$ cat src/hw/rtl/tcw_pkg.sv
`timescale 1ns / 1ps
// ----------------------------------------------------------------------------
// tcw_pkg
// Shared types and constants of the text console writer: transaction
// structs, operation codes and the command word between front and back end.
// ----------------------------------------------------------------------------
package tcw_pkg;

    // default screen geometry
    localparam int DEF_COLUMNS = 80;
    localparam int DEF_ROWS    = 25;

    // command queue depth between front and back end
    localparam int QUEUE_DEPTH = 2;

    // widest linear cell index over the geometry range (128 x 32 cells)
    localparam int LIN_W    = 12;
    localparam int CURSOR_W = 11;

    // function codes of an input transaction
    localparam logic [1:0] FUNC_PRINT = 2'd0;
    localparam logic [1:0] FUNC_READ  = 2'd1;
    localparam logic [1:0] FUNC_CLEAR = 2'd2;

    // character codes
    localparam logic [7:0] CH_NEWLINE   = 8'h0A;
    localparam logic [7:0] CH_BACKSPACE = 8'h08;
    localparam logic [7:0] CH_SPACE     = 8'h20;

    // reset value of the default attribute (white on black)
    localparam logic [7:0] DEFAULT_ATTR_RST = 8'h0F;

    typedef enum logic [1:0] {
        OP_NOP,
        OP_PRINT,
        OP_READ,
        OP_CLEAR
    } t_op;

    typedef enum logic [1:0] {
        PK_CHAR,
        PK_NEWLINE,
        PK_BACKSPACE
    } t_pkind;

    // input transaction
    typedef struct packed {
        logic [1:0] func;
        logic [7:0] char_code;
        logic [7:0] attr;
        logic       use_cursor;
        logic [6:0] col;
        logic [4:0] row;
    } t_item;

    // result transaction
    typedef struct packed {
        logic                status;
        logic [CURSOR_W-1:0] cursor_cell;
        logic                scrolled;
        logic [7:0]          read_char;
        logic [7:0]          read_attr;
    } t_result;

    // classified command, front end to back end
    typedef struct packed {
        t_op              op;
        t_pkind           pkind;
        logic             bad;
        logic             use_cursor;
        logic [7:0]       char_code;
        logic [7:0]       attr;
        logic [6:0]       col;
        logic [4:0]       row;
        logic [LIN_W-1:0] lin;
    } t_cmd;

endpackage

$ cat src/hw/rtl/tcw_front.sv
`timescale 1ns / 1ps
// ----------------------------------------------------------------------------
// tcw_front
// Accepts input transactions, checks the position, resolves the attribute
// and the linear cell index, and pushes a classified command to the queue.
// ----------------------------------------------------------------------------
module tcw_front #(
    parameter int COLUMNS = tcw_pkg::DEF_COLUMNS,
    parameter int ROWS    = tcw_pkg::DEF_ROWS
) (
    input  logic          i_clk,
    input  logic          i_rst_n,
    input  logic          i_cfg_we,
    input  logic [7:0]    i_cfg_wdata,
    input  logic          i_push,
    input  tcw_pkg::t_item i_item,
    input  logic          i_q_full,
    input  logic          i_init_busy,
    output logic          o_full,
    output logic          o_q_push,
    output tcw_pkg::t_cmd o_cmd
);
    import tcw_pkg::*;

    logic [7:0] r_default_attr;
    logic       col_bad;
    logic       row_bad;

    // default attribute register
    always_ff @(posedge i_clk) begin
        if (!i_rst_n) begin
            r_default_attr <= DEFAULT_ATTR_RST;
        end else if (i_cfg_we) begin
            r_default_attr <= i_cfg_wdata;
        end
    end

    // handshake: hold off while the queue is full or the reset clearing pass runs
    assign o_full   = i_q_full | i_init_busy;
    assign o_q_push = i_push & ~o_full;

    // range checks
    assign col_bad = {1'b0, i_item.col} >= 8'(COLUMNS);
    assign row_bad = {1'b0, i_item.row} >= 6'(ROWS);

    // classification
    always_comb begin
        o_cmd            = '0;
        o_cmd.bad        = ~i_item.use_cursor & (col_bad | row_bad);
        o_cmd.use_cursor = i_item.use_cursor;
        o_cmd.char_code  = i_item.char_code;
        o_cmd.col        = i_item.col;
        o_cmd.row        = i_item.row;
        o_cmd.lin        = LIN_W'(i_item.row) * LIN_W'(COLUMNS) + LIN_W'(i_item.col);
        o_cmd.attr       = (i_item.attr == 8'h00) ? r_default_attr : i_item.attr;

        unique case (i_item.func)
            FUNC_PRINT: o_cmd.op = OP_PRINT;
            FUNC_READ:  o_cmd.op = OP_READ;
            FUNC_CLEAR: begin
                o_cmd.op   = OP_CLEAR;
                o_cmd.attr = r_default_attr;
            end
            default:    o_cmd.op = OP_NOP;
        endcase

        priority if (i_item.char_code == CH_NEWLINE) begin
            o_cmd.pkind = PK_NEWLINE;
        end else if (i_item.char_code == CH_BACKSPACE) begin
            o_cmd.pkind = PK_BACKSPACE;
        end else begin
            o_cmd.pkind = PK_CHAR;
        end
    end

endmodule

$ cat config.mk
export PLATFORM = sky130hd
export DESIGN_NAME = tcw_front
export DESIGN_NICKNAME = d
export VERILOG_FILES = /design/src/hw/rtl/tcw_pkg.sv /design/src/hw/rtl/tcw_front.sv
export SDC_FILE = /design/constraint.sdc
export NUM_CORES = 1
export LEC_CHECK = 0
export BUFFER_PORTS_ARGS = -buffer_cell sky130_fd_sc_hd__buf_2
export CORE_AREA = 4 4 55 57
export CTS_CLUSTER_SIZE = 40
export DETAILED_ROUTE_END_ITERATION = 8
export DIE_AREA = 0 0 59 61
export HOLD_SLACK_MARGIN = 0.03
export PLACE_DENSITY_LB_ADDON = 0.15
export REMOVE_ABC_BUFFERS = 1
export SLEW_MARGIN = 25
export SYNTH_ARGS = -nofsm -noshare
export SYNTH_HDL_FRONTEND = slang
export SYNTH_SLANG_ARGS = --single-unit
$ cat constraint.sdc
create_clock -name i_clk -period 4.7 [get_ports i_clk]
set_clock_uncertainty 0.15 [all_clocks]
set_input_delay 0.94 -clock i_clk [delete_from_list [all_inputs] [get_ports i_clk]]
set_output_delay 0.94 -clock i_clk [all_outputs]
set_load 0.02 [all_outputs]
==> flow_summary.ini <==
[layout]
final_cells = 212
reg_top3 = r_default_attr: 8 flops
seqCellArea_um2 = 160
num-fill-cells = 260
finalNetCount = 243
drive_above_1_share_pct = 47.8
synthToLayoutAreaGrowth_pct = 26.5
largest_reg_flops = 8
regMostFlops = r_default_attr
antenna_cells = 0
multi_input_comb_area_um2 = 596
fin_area_um2 = 1260
final_util_pct = 50.9

[sta]
layout_setup_ws_ns = 0.849
tightest_slew_ns = 0.370
final.period_utilization_pct = 81.9
tns_ns = 0
setup_viol = 0
rsz0062_at_grt = false
finalHoldViolations = 0
relSlewSlack_pct = 75.1
clock.fmax_mhz = 260
slew_viol_final = 0
period_needed_ns = 3.85

[critical_path]
crit_required_ns = 3.61
worstPathCellList = buf_2 -> ha_1 -> ha_1 -> fa_1 -> xor2_1 -> nand3_1 -> xnor2_1 -> buf_2
path_class = in -> out
end_kind = output port
reg2reg_depth = 2
rrSetupSlack_ns = 3.94
start_kind = primary input
cp-endpoint = o_cmd[10]
slowest_stage = fa_1
reg2reg_from = r_default_attr[2]
max_stage_delay_ns = 0.41
r2r-end = r_default_attr[2]
crit_path_max_fanout = 5
cp.arrival_ns = 2.76
critPathLaunch = i_item[1]

[synthesis]
syn_area_um2 = 997
synth_area_leader_cell = buf_4
yosysMostFrequentCell = buf_4
synthTopCellsByArea = buf_4 (19%), dfxtp_1 (16%), ha_1 (15%)
syn_inst = 126
synth_edf_count = 0
synth_top_area_share_pct = 18.8
seq_area_frac_synth_pct = 16.1
synth_ff_type = dfxtp_1
async_flop_share_pct = 0
ys_ff_latch = 8
yosys_warnings = 0
synthTopCellsByCount = buf_4 (25), nand2_1 (13), ha_1 (12), inv_1 (12), o21ai_0 (9)
synth.avg_cell_area_um2 = 7.91
synth_cell_types = 23

[placed_design]
place_congestion = 0.823
dpl_cell_area_um2 = 1240
numPortBuffers = 80
dp_hpwl_um = 2390
post-place-ws_ns = 0.829
placedCellCount = 209

[status]
status = finished clean

[global_routing]
track_usage_pct = 15.1
grt.overflow.total = 0
antenna_found_initial = 0
grt_pass1_vias = 973
grt_max_degree = 11
grt_pass1_wl_um = 4190

[floorplanning]
boundaryPins = 93
start_util_pct = 40.3
fp.dieH_um = 61
die_x_um = 59
placementRows = 18
core_um2 = 2480
die-area_um2 = 3600

[cts]
cts_root_buf = clkbuf_4
cts_resized = 0
post_cts.repair.setup_buffers = 0
ctsHtreeMaxLevel = 1
path_clk_slew_ns = 0.05
clock_path_buffers = 2
hold_buffers = 0
cts_tree = done
clkSinkCount = 8
clock_latency_ns = 0.25
tritoncts.num_buffers = 3

[routing]
drc = 0
routed_wl_um = 2660
vias_per_cell = 4.72
wire_per_inst_um = 12.6
first_pass_iters = 4
ant_nets = 0
routed-via-count = 1001
drt_iter0_drc = 28

[worst_hold_path]
hp-class = reg -> reg

[pwr]
power_leakage_nw = 0.758
p_per_area_nw_per_um2 = 225
ir_worst_vdd_uv = 134

[flow_run]
cap_violations = 0
-- routing by layer --
layer	GRT usage [%]	wire length, um	vias to the layer above
li1	-	-	504
met1	16.0	1040	451
met2	27.8	1380	46
met3	6.81	243	0
met4	2.91	0	0
met5	0	0	-
-- area by class of cell --
class	count	area share (%)
clock buffer	3	1.79
tap	30	2.98
inverter	12	3.57
multi-input combinational	79	47.2
sequential	8	12.7
timing repair buffer	80	31.7
-- through the flow --
stage | hold slack, ns | power, W
final | 0.325 | 0.000284
after global routing | 0.349 | 0.000307
after CTS | 0.330 | 0.000289
after detailed placement | 0.311 | 0.000234
after global placement | 0.305 | 0.000230
after floorplan | 0.290 | 0.000160
-- cell families after synthesis --
logic type | count (synthesis) | share of synthesized area, %
buf+inv | 39 | 24.2
simple gates | 31 | 13.9
compound gates | 19 | 12.5
fa+ha+maj | 14 | 19.1
mux | 8 | 8.03
flops | 8 | 16.1
xor+xnor | 7 | 6.15
-- placed cells by master, fill, tap and decap left out, types with 2 or more instances in the layout --
cell type | Yosys | layout
nor4_1 | 2 | 2
a21oi_2 | 2 | 2
a21o_1 | 3 | 3
nor2_1 | 8 | 8
clkbuf_4 | 0 | 3
ha_1 | 12 | 12
inv_1 | 12 | 12
xor2_1 | 4 | 4
nand3_1 | 2 | 2
xnor2_1 | 3 | 3
fa_1 | 2 | 2
mux2i_1 | 8 | 8
dfxtp_1 | 8 | 8
nor2b_1 | 5 | 5
a21oi_1 | 2 | 2
nand2_1 | 13 | 13
o21ai_0 | 9 | 9
buf_2 | 1 | 80
-- how the worst min path moves through the flow --
| stage | from | to | slack [ns] | depth (start not counted) |
|---|---|---|---|---|
| after global routing | r_default_attr[0] | r_default_attr[0] | 0.35 | 2 |
| after global placement | r_default_attr[2] | r_default_attr[2] | 0.31 | 2 |
| after detailed placement | r_default_attr[0] | r_default_attr[0] | 0.31 | 2 |
| after floorplan | r_default_attr[0] | r_default_attr[0] | 0.29 | 2 |
| final | r_default_attr[3] | r_default_attr[3] | 0.32 | 2 |
| after CTS | r_default_attr[3] | r_default_attr[3] | 0.33 | 2 |
-- critical path: cells and delay by family --
kind | cells | cell delay (ns)
XOR/XNOR | 2 | 0.43
adder cells (fa/ha/maj) | 3 | 0.94
AND/OR/NAND/NOR | 1 | 0.14
buffers and inverters | 2 | 0.32
-- report_power, final --
group | total [W] | switching [W] | internal [W]
Clock | 0.0000530 | 0.0000238 | 0.0000293
Sequential | 0.0000740 | 0.00000204 | 0.0000720
Combinational | 0.000157 | 0.0000952 | 0.0000617
No activity file was read; power rests on OpenSTA's default activity.
