<file path="config.mk">
export PLATFORM = sky130hd
export DESIGN_NAME = tcw_queue
export DESIGN_NICKNAME = d
export VERILOG_FILES = /design/src/hw/rtl/tcw_pkg.sv /design/src/hw/rtl/tcw_queue.sv
export SDC_FILE = /design/constraint.sdc
export NUM_CORES = 1
export LEC_CHECK = 0
export BUFFER_PORTS_ARGS = -buffer_cell sky130_fd_sc_hd__buf_2
export CAP_MARGIN = 20
export CORE_MARGIN = 5
export CORE_UTILIZATION = 45
export DETAILED_ROUTE_END_ITERATION = 8
export GPL_ROUTABILITY_DRIVEN = 0
export PLACE_DENSITY = 0.7
export SLEW_MARGIN = 20
export SYNTH_ARGS = -nofsm -noshare
export SYNTH_HDL_FRONTEND = slang
export SYNTH_SLANG_ARGS = --single-unit
export TNS_END_PERCENT = 30
</file>
<file path="constraint.sdc">
create_clock -name i_clk -period 3.4 [get_ports i_clk]
set_input_delay 0 -clock i_clk [delete_from_list [all_inputs] [get_ports i_clk]]
set_output_delay 0 -clock i_clk [all_outputs]
set_load 0.01 [all_outputs]
</file>
<file path="src/hw/rtl/tcw_pkg.sv">
`timescale 1ns / 1ps
// ----------------------------------------------------------------------------
// tcw_pkg
// Shared types and constants of the text console writer: transaction
// structs, operation codes and the command word between front and back end.
// ----------------------------------------------------------------------------
package tcw_pkg;

    // default screen geometry
    localparam int DEF_COLUMNS = 80;
    localparam int DEF_ROWS    = 25;

    // command queue depth between front and back end
    localparam int QUEUE_DEPTH = 2;

    // widest linear cell index over the geometry range (128 x 32 cells)
    localparam int LIN_W    = 12;
    localparam int CURSOR_W = 11;

    // function codes of an input transaction
    localparam logic [1:0] FUNC_PRINT = 2'd0;
    localparam logic [1:0] FUNC_READ  = 2'd1;
    localparam logic [1:0] FUNC_CLEAR = 2'd2;

    // character codes
    localparam logic [7:0] CH_NEWLINE   = 8'h0A;
    localparam logic [7:0] CH_BACKSPACE = 8'h08;
    localparam logic [7:0] CH_SPACE     = 8'h20;

    // reset value of the default attribute (white on black)
    localparam logic [7:0] DEFAULT_ATTR_RST = 8'h0F;

    typedef enum logic [1:0] {
        OP_NOP,
        OP_PRINT,
        OP_READ,
        OP_CLEAR
    } t_op;

    typedef enum logic [1:0] {
        PK_CHAR,
        PK_NEWLINE,
        PK_BACKSPACE
    } t_pkind;

    // input transaction
    typedef struct packed {
        logic [1:0] func;
        logic [7:0] char_code;
        logic [7:0] attr;
        logic       use_cursor;
        logic [6:0] col;
        logic [4:0] row;
    } t_item;

    // result transaction
    typedef struct packed {
        logic                status;
        logic [CURSOR_W-1:0] cursor_cell;
        logic                scrolled;
        logic [7:0]          read_char;
        logic [7:0]          read_attr;
    } t_result;

    // classified command, front end to back end
    typedef struct packed {
        t_op              op;
        t_pkind           pkind;
        logic             bad;
        logic             use_cursor;
        logic [7:0]       char_code;
        logic [7:0]       attr;
        logic [6:0]       col;
        logic [4:0]       row;
        logic [LIN_W-1:0] lin;
    } t_cmd;

endpackage

</file>
<file path="src/hw/rtl/tcw_queue.sv">
`timescale 1ns / 1ps
// ----------------------------------------------------------------------------
// tcw_queue
// Short command FIFO that decouples the front end from the back end.
// ----------------------------------------------------------------------------
module tcw_queue (
    input  logic          i_clk,
    input  logic          i_rst_n,
    input  logic          i_push,
    input  tcw_pkg::t_cmd i_cmd,
    output logic          o_full,
    input  logic          i_pop,
    output tcw_pkg::t_cmd o_cmd,
    output logic          o_empty
);
    import tcw_pkg::*;

    localparam int PTR_W = (QUEUE_DEPTH > 1) ? $clog2(QUEUE_DEPTH) : 1;
    localparam int CNT_W = $clog2(QUEUE_DEPTH + 1);
    localparam logic [PTR_W-1:0] LAST_PTR = PTR_W'(QUEUE_DEPTH - 1);

    t_cmd             r_slot [QUEUE_DEPTH];
    logic [PTR_W-1:0] r_wr_ptr;
    logic [PTR_W-1:0] r_rd_ptr;
    logic [CNT_W-1:0] r_count;
    logic             do_push;
    logic             do_pop;

    assign o_full  = r_count == CNT_W'(QUEUE_DEPTH);
    assign o_empty = r_count == '0;
    assign o_cmd   = r_slot[r_rd_ptr];
    assign do_push = i_push & ~o_full;
    assign do_pop  = i_pop & ~o_empty;

    // storage
    always_ff @(posedge i_clk) begin
        if (do_push) begin
            r_slot[r_wr_ptr] <= i_cmd;
        end
    end

    // pointers and fill count
    always_ff @(posedge i_clk) begin
        if (!i_rst_n) begin
            r_wr_ptr <= '0;
            r_rd_ptr <= '0;
            r_count  <= '0;
        end else begin
            if (do_push) begin
                r_wr_ptr <= (r_wr_ptr == LAST_PTR) ? '0 : r_wr_ptr + 1'b1;
            end
            if (do_pop) begin
                r_rd_ptr <= (r_rd_ptr == LAST_PTR) ? '0 : r_rd_ptr + 1'b1;
            end
            if (do_push && !do_pop) begin
                r_count <= r_count + 1'b1;
            end else if (do_pop && !do_push) begin
                r_count <= r_count - 1'b1;
            end
        end
    end

endmodule

</file>
==> summary.md <==
| Metric | Value |
|---|---|
| Status | `complete, no violations` |
| FF-to-FF Start | `r_count[0]$_SDFFE_PN0P_` |
| Sequential Power Share | `around half` |
| Resized cells post-CTS | `0` |
| Psw | `892.4 uW` |
| DR iter-0 viols | `47` |
| Max Slew Vio Count | `0` |
| First-pass GRT wire length | `10580 um` |
| Cells along the critical path | `mux2_2 -> buf_2` |
| Worst EP required | `3.40 ns` |
| Die Ht | `just under 100 um` |
| Worst setup endpoint | `o_cmd[5]` |
| Setup TNS | `0 ns` |
| Finished Cell Area | `between 4000 and 5000 um^2` |
| Sequential share of the synthesized area | `80.65%` |
| RSZ-0062 raised after global routing | `false` |
| Peak VDD IR | `0.0005276 V` |
| Worst-skew pair later-pin latency | `0.36 ns` |
| Share of layout cells above drive strength 1 | `50.76%` |
| Net total in the final layout | `between 300 and 400` |
| CP Launch Type | `register` |
| Total gr overflow | `0` |
| Synth warnings | `0` |
| Fmax | `roughly 500 MHz` |
| Final ANT Viol Nets | `0` |
| Diode count | `0` |
| Sink Count | `97` |
| Avg Inst Size Synth | `21.13 um^2` |
| Via count | `2017` |
| Total track usage | `14.21%` |
| Average wire per standard cell | `15.86 um` |
| Worst slew pin tran | `around 1.1 ns` |
| FF+latch count, synth | `97` |
| Max_cap viols | `0` |
| CP Class | `register to output pin` |
| Hold slack | `approximately 0.13 ns` |
| Largest net degree at the start of global routing | `47` |
| R2R Setup Slk | `approximately 1.5 ns` |
| Period minus WS final | `around 2.0 ns` |
| Clk pwr share | `25.4%` |
| # Post-CTS Setup Buffers | `0` |
| Final HPWL DP | `about 4000 um` |
| Clock Pin Slew Worst Setup and Hold Paths | `around 0.09 ns` |
| Vias per inst | `around 4.7` |
| CP Max Fanout | `46` |
| Combinational group share of total power | `about a quarter` |
| Final worst path period share | `58.77%` |
| Max_slew headroom | `28.88%` |
| CTS Buffer Depth | `2` |
| Initial antenna violation count | `0` |
| Syn Nets | `roughly 220` |
| DRC Markers | `0` |
| Netlist Area Pre-Place | `around 3500 um^2` |
| Area of the core | `between 7000 and 8000 um^2` |
| PortBufs | `97` |
| Placed cell areas | `approximately 4200 um^2` |
| Critical R2R Capture | `r_wr_ptr$_SDFFE_PN0P_` |
| Drt pass-1 iters | `4` |
| TritonCTS clock tree | `done` |
| Vias in the first global route | `2197` |
| Power per cell area | `666.4 nW/um^2` |
| Area growth syn-to-layout | `37.05%` |
| Ports | `a little under 100` |
| Initial core utilization | `a little under half` |
| H-Tree Level Count | `3` |
| Sw Share | `between 20% and 30%` |
| Final setup vio count | `0` |
| Cell Int Power | `about 2300 uW` |
| Crit path DAT | `~2.0 ns` |
| CTS Buf Count | `9` |
| DIE AREA | `9764 um^2` |
| Crit-path max cell delay | `~1.0 ns` |
| Die X | `approximately 99 um` |
| Critical path's slowest cell | `dfxtp_2` |
| Hold Path Class | `input port to register` |
| Register-to-Register Path Depth | `6` |
| Leakage power | `~0.0018 uW` |
| Skew final | `between 0.01 and 0.015 ns` |
| Drt total wl | `a little under 7000 um` |
| Row cnt | `32` |
| Clock Tree Root | `clkbuf_8` |
| Final hold viol count | `0` |
| Cells after Synth | `168` |
| Hold Buf Count CTS | `48` |
| Worst setup EP type | `output pin` |
| Synth unique cells | `21` |
==> how the worst min path moves through the flow <==
stage / startpoint / endpoint / cells past startpoint / slack (ns)
after global placement: i_cmd[13] / r_slot[0][13]$_DFFE_PP_ / 1 / 0.19
after floorplan: i_cmd[0] / r_slot[0][0]$_DFFE_PP_ / 0 / 0.1
after global routing: i_pop / register / 4 / 0.18
after CTS: i_pop / r_rd_ptr$_SDFFE_PN0P_ / 4 / 0.11
final: i_pop / r_rd_ptr$_SDFFE_PN0P_ / 4 / 0.13
after detailed placement: i_cmd[22] / r_slot[1][22]$_DFFE_PP_ / 1 / 0.19
==> power groups by stage <==
stage,Combinational [uW],Clock [uW],Sequential (uW)
after floorplan,546,0,1570
after CTS,808,845,1630
after global placement,755,0,1650
after global routing,861,891,1640
final,798,823,1620
after detailed placement,759,0,1650
==> flip-flops by register name, summed over array words and instances, names as in the netlist, named ones only <==
register  cells
r_count       2
r_wr_ptr      1
r_rd_ptr      1
r_slot       92
==> per-layer routing <==
| layer | GRT usage, % | routed length, um | up-vias |
|---|---|---|---|
| li1 | - | - | 961 |
| met1 | 15.99 | 2729 | 983 |
| met2 | 25.52 | 3613 | 62 |
| met3 | 2.902 | 351 | 11 |
| met4 | 6.933 | 111 | 0 |
| met5 | 0 | 0 | - |
==> layout by cell type, fill, tap and decap left out <==
| master | synthesis | layout |
|---|---|---|
| clkinv_2 | 0 | 1 |
| and2_1 | 3 | 3 |
| or3_1 | 1 | 1 |
| o21ai_1 | 1 | 1 |
| inv_2 | 1 | 1 |
| clkinvlp_4 | 0 | 1 |
| inv_1 | 1 | 1 |
| a21boi_1 | 1 | 1 |
| inv_8 | 0 | 1 |
| buf_4 | 4 | 3 |
| nor3_4 | 0 | 1 |
| o21a_1 | 1 | 1 |
| dfxtp_2 | 0 | 1 |
| xor2_1 | 1 | 1 |
| dfxtp_1 | 5 | 4 |
| clkbuf_8 | 0 | 9 |
| edfxtp_1 | 92 | 92 |
| xnor2_1 | 2 | 2 |
| mux2_2 | 46 | 46 |
| inv_6 | 0 | 2 |
| ha_1 | 1 | 1 |
| a21boi_0 | 1 | 1 |
| bufinv_16 | 0 | 2 |
| nand2b_1 | 1 | 1 |
| buf_2 | 1 | 97 |
| nor2_1 | 2 | 2 |
| o21ai_0 | 1 | 1 |
| dlygate4sd3_1 | 0 | 48 |
| and3_2 | 0 | 1 |
==> cell families after synthesis <==
logic type,after synthesis,share of synthesized area (%)
DFF,97,80.65
muxes,46,14.59
buffers and inverters,7,1.198
adders and majority gates,1,0.3524
and+or+nand+nor,9,1.551
AOI/OAI and AO/OA,5,0.9164
xor gates and xnor gates,3,0.7404
==> metrics by stage <==
step | utilization, % | total power (uW) | instances | setup slack, ns
global route | 63.28 | 3395 | 429 | 1.277
floorplan | - | 2113 | 168 | 0.5382
global placement | 54.10 | 2401 | 365 | 1.726
finish | 63.28 | 3242 | 429 | 1.402
CTS | 63.28 | 3279 | 429 | 1.334
detailed placement | 54.10 | 2411 | 365 | 1.723
==> critical path: cells and delay by family, from the launching register on <==
family / cells / cell delay [ns]
buffers and inverters: 1 / 0.15
DFF: 1 / 1.04
muxes: 1 / 0.43
==> cell usage after synthesis <==
cell type / instances / area (um^2)
edfxtp_1: 92 / 2763
mux2_2: 46 / 518.0
dfxtp_1: 5 / 100.1
buf_4: 4 / 30.03
and2_1: 3 / 18.77
nor2_1: 2 / 7.510
xnor2_1: 2 / 17.52
a21boi_0: 1 / 7.510
a21boi_1: 1 / 7.510
and3_1: 1 / 6.260
buf_2: 1 / 5.000
ha_1: 1 / 12.51
inv_1: 1 / 3.750
inv_2: 1 / 3.750
nand2b_1: 1 / 6.260
nor3_2: 1 / 10.01
o21a_1: 1 / 7.510
o21ai_0: 1 / 5.000
o21ai_1: 1 / 5.000
or3_1: 1 / 6.260
xor2_1: 1 / 8.760
==> area by class of cell <==
type | instances | area, um^2
clock inverter | 7 | 101.3
tap | 102 | 127.6
multi-input combinational | 64 | 651.9
clock buffer | 9 | 123.9
sequential | 97 | 2864
inverter | 2 | 7.507
timing repair buffer | 148 | 988.4
fill | 568 | 2823
Power figures use the tool's default switching activity.
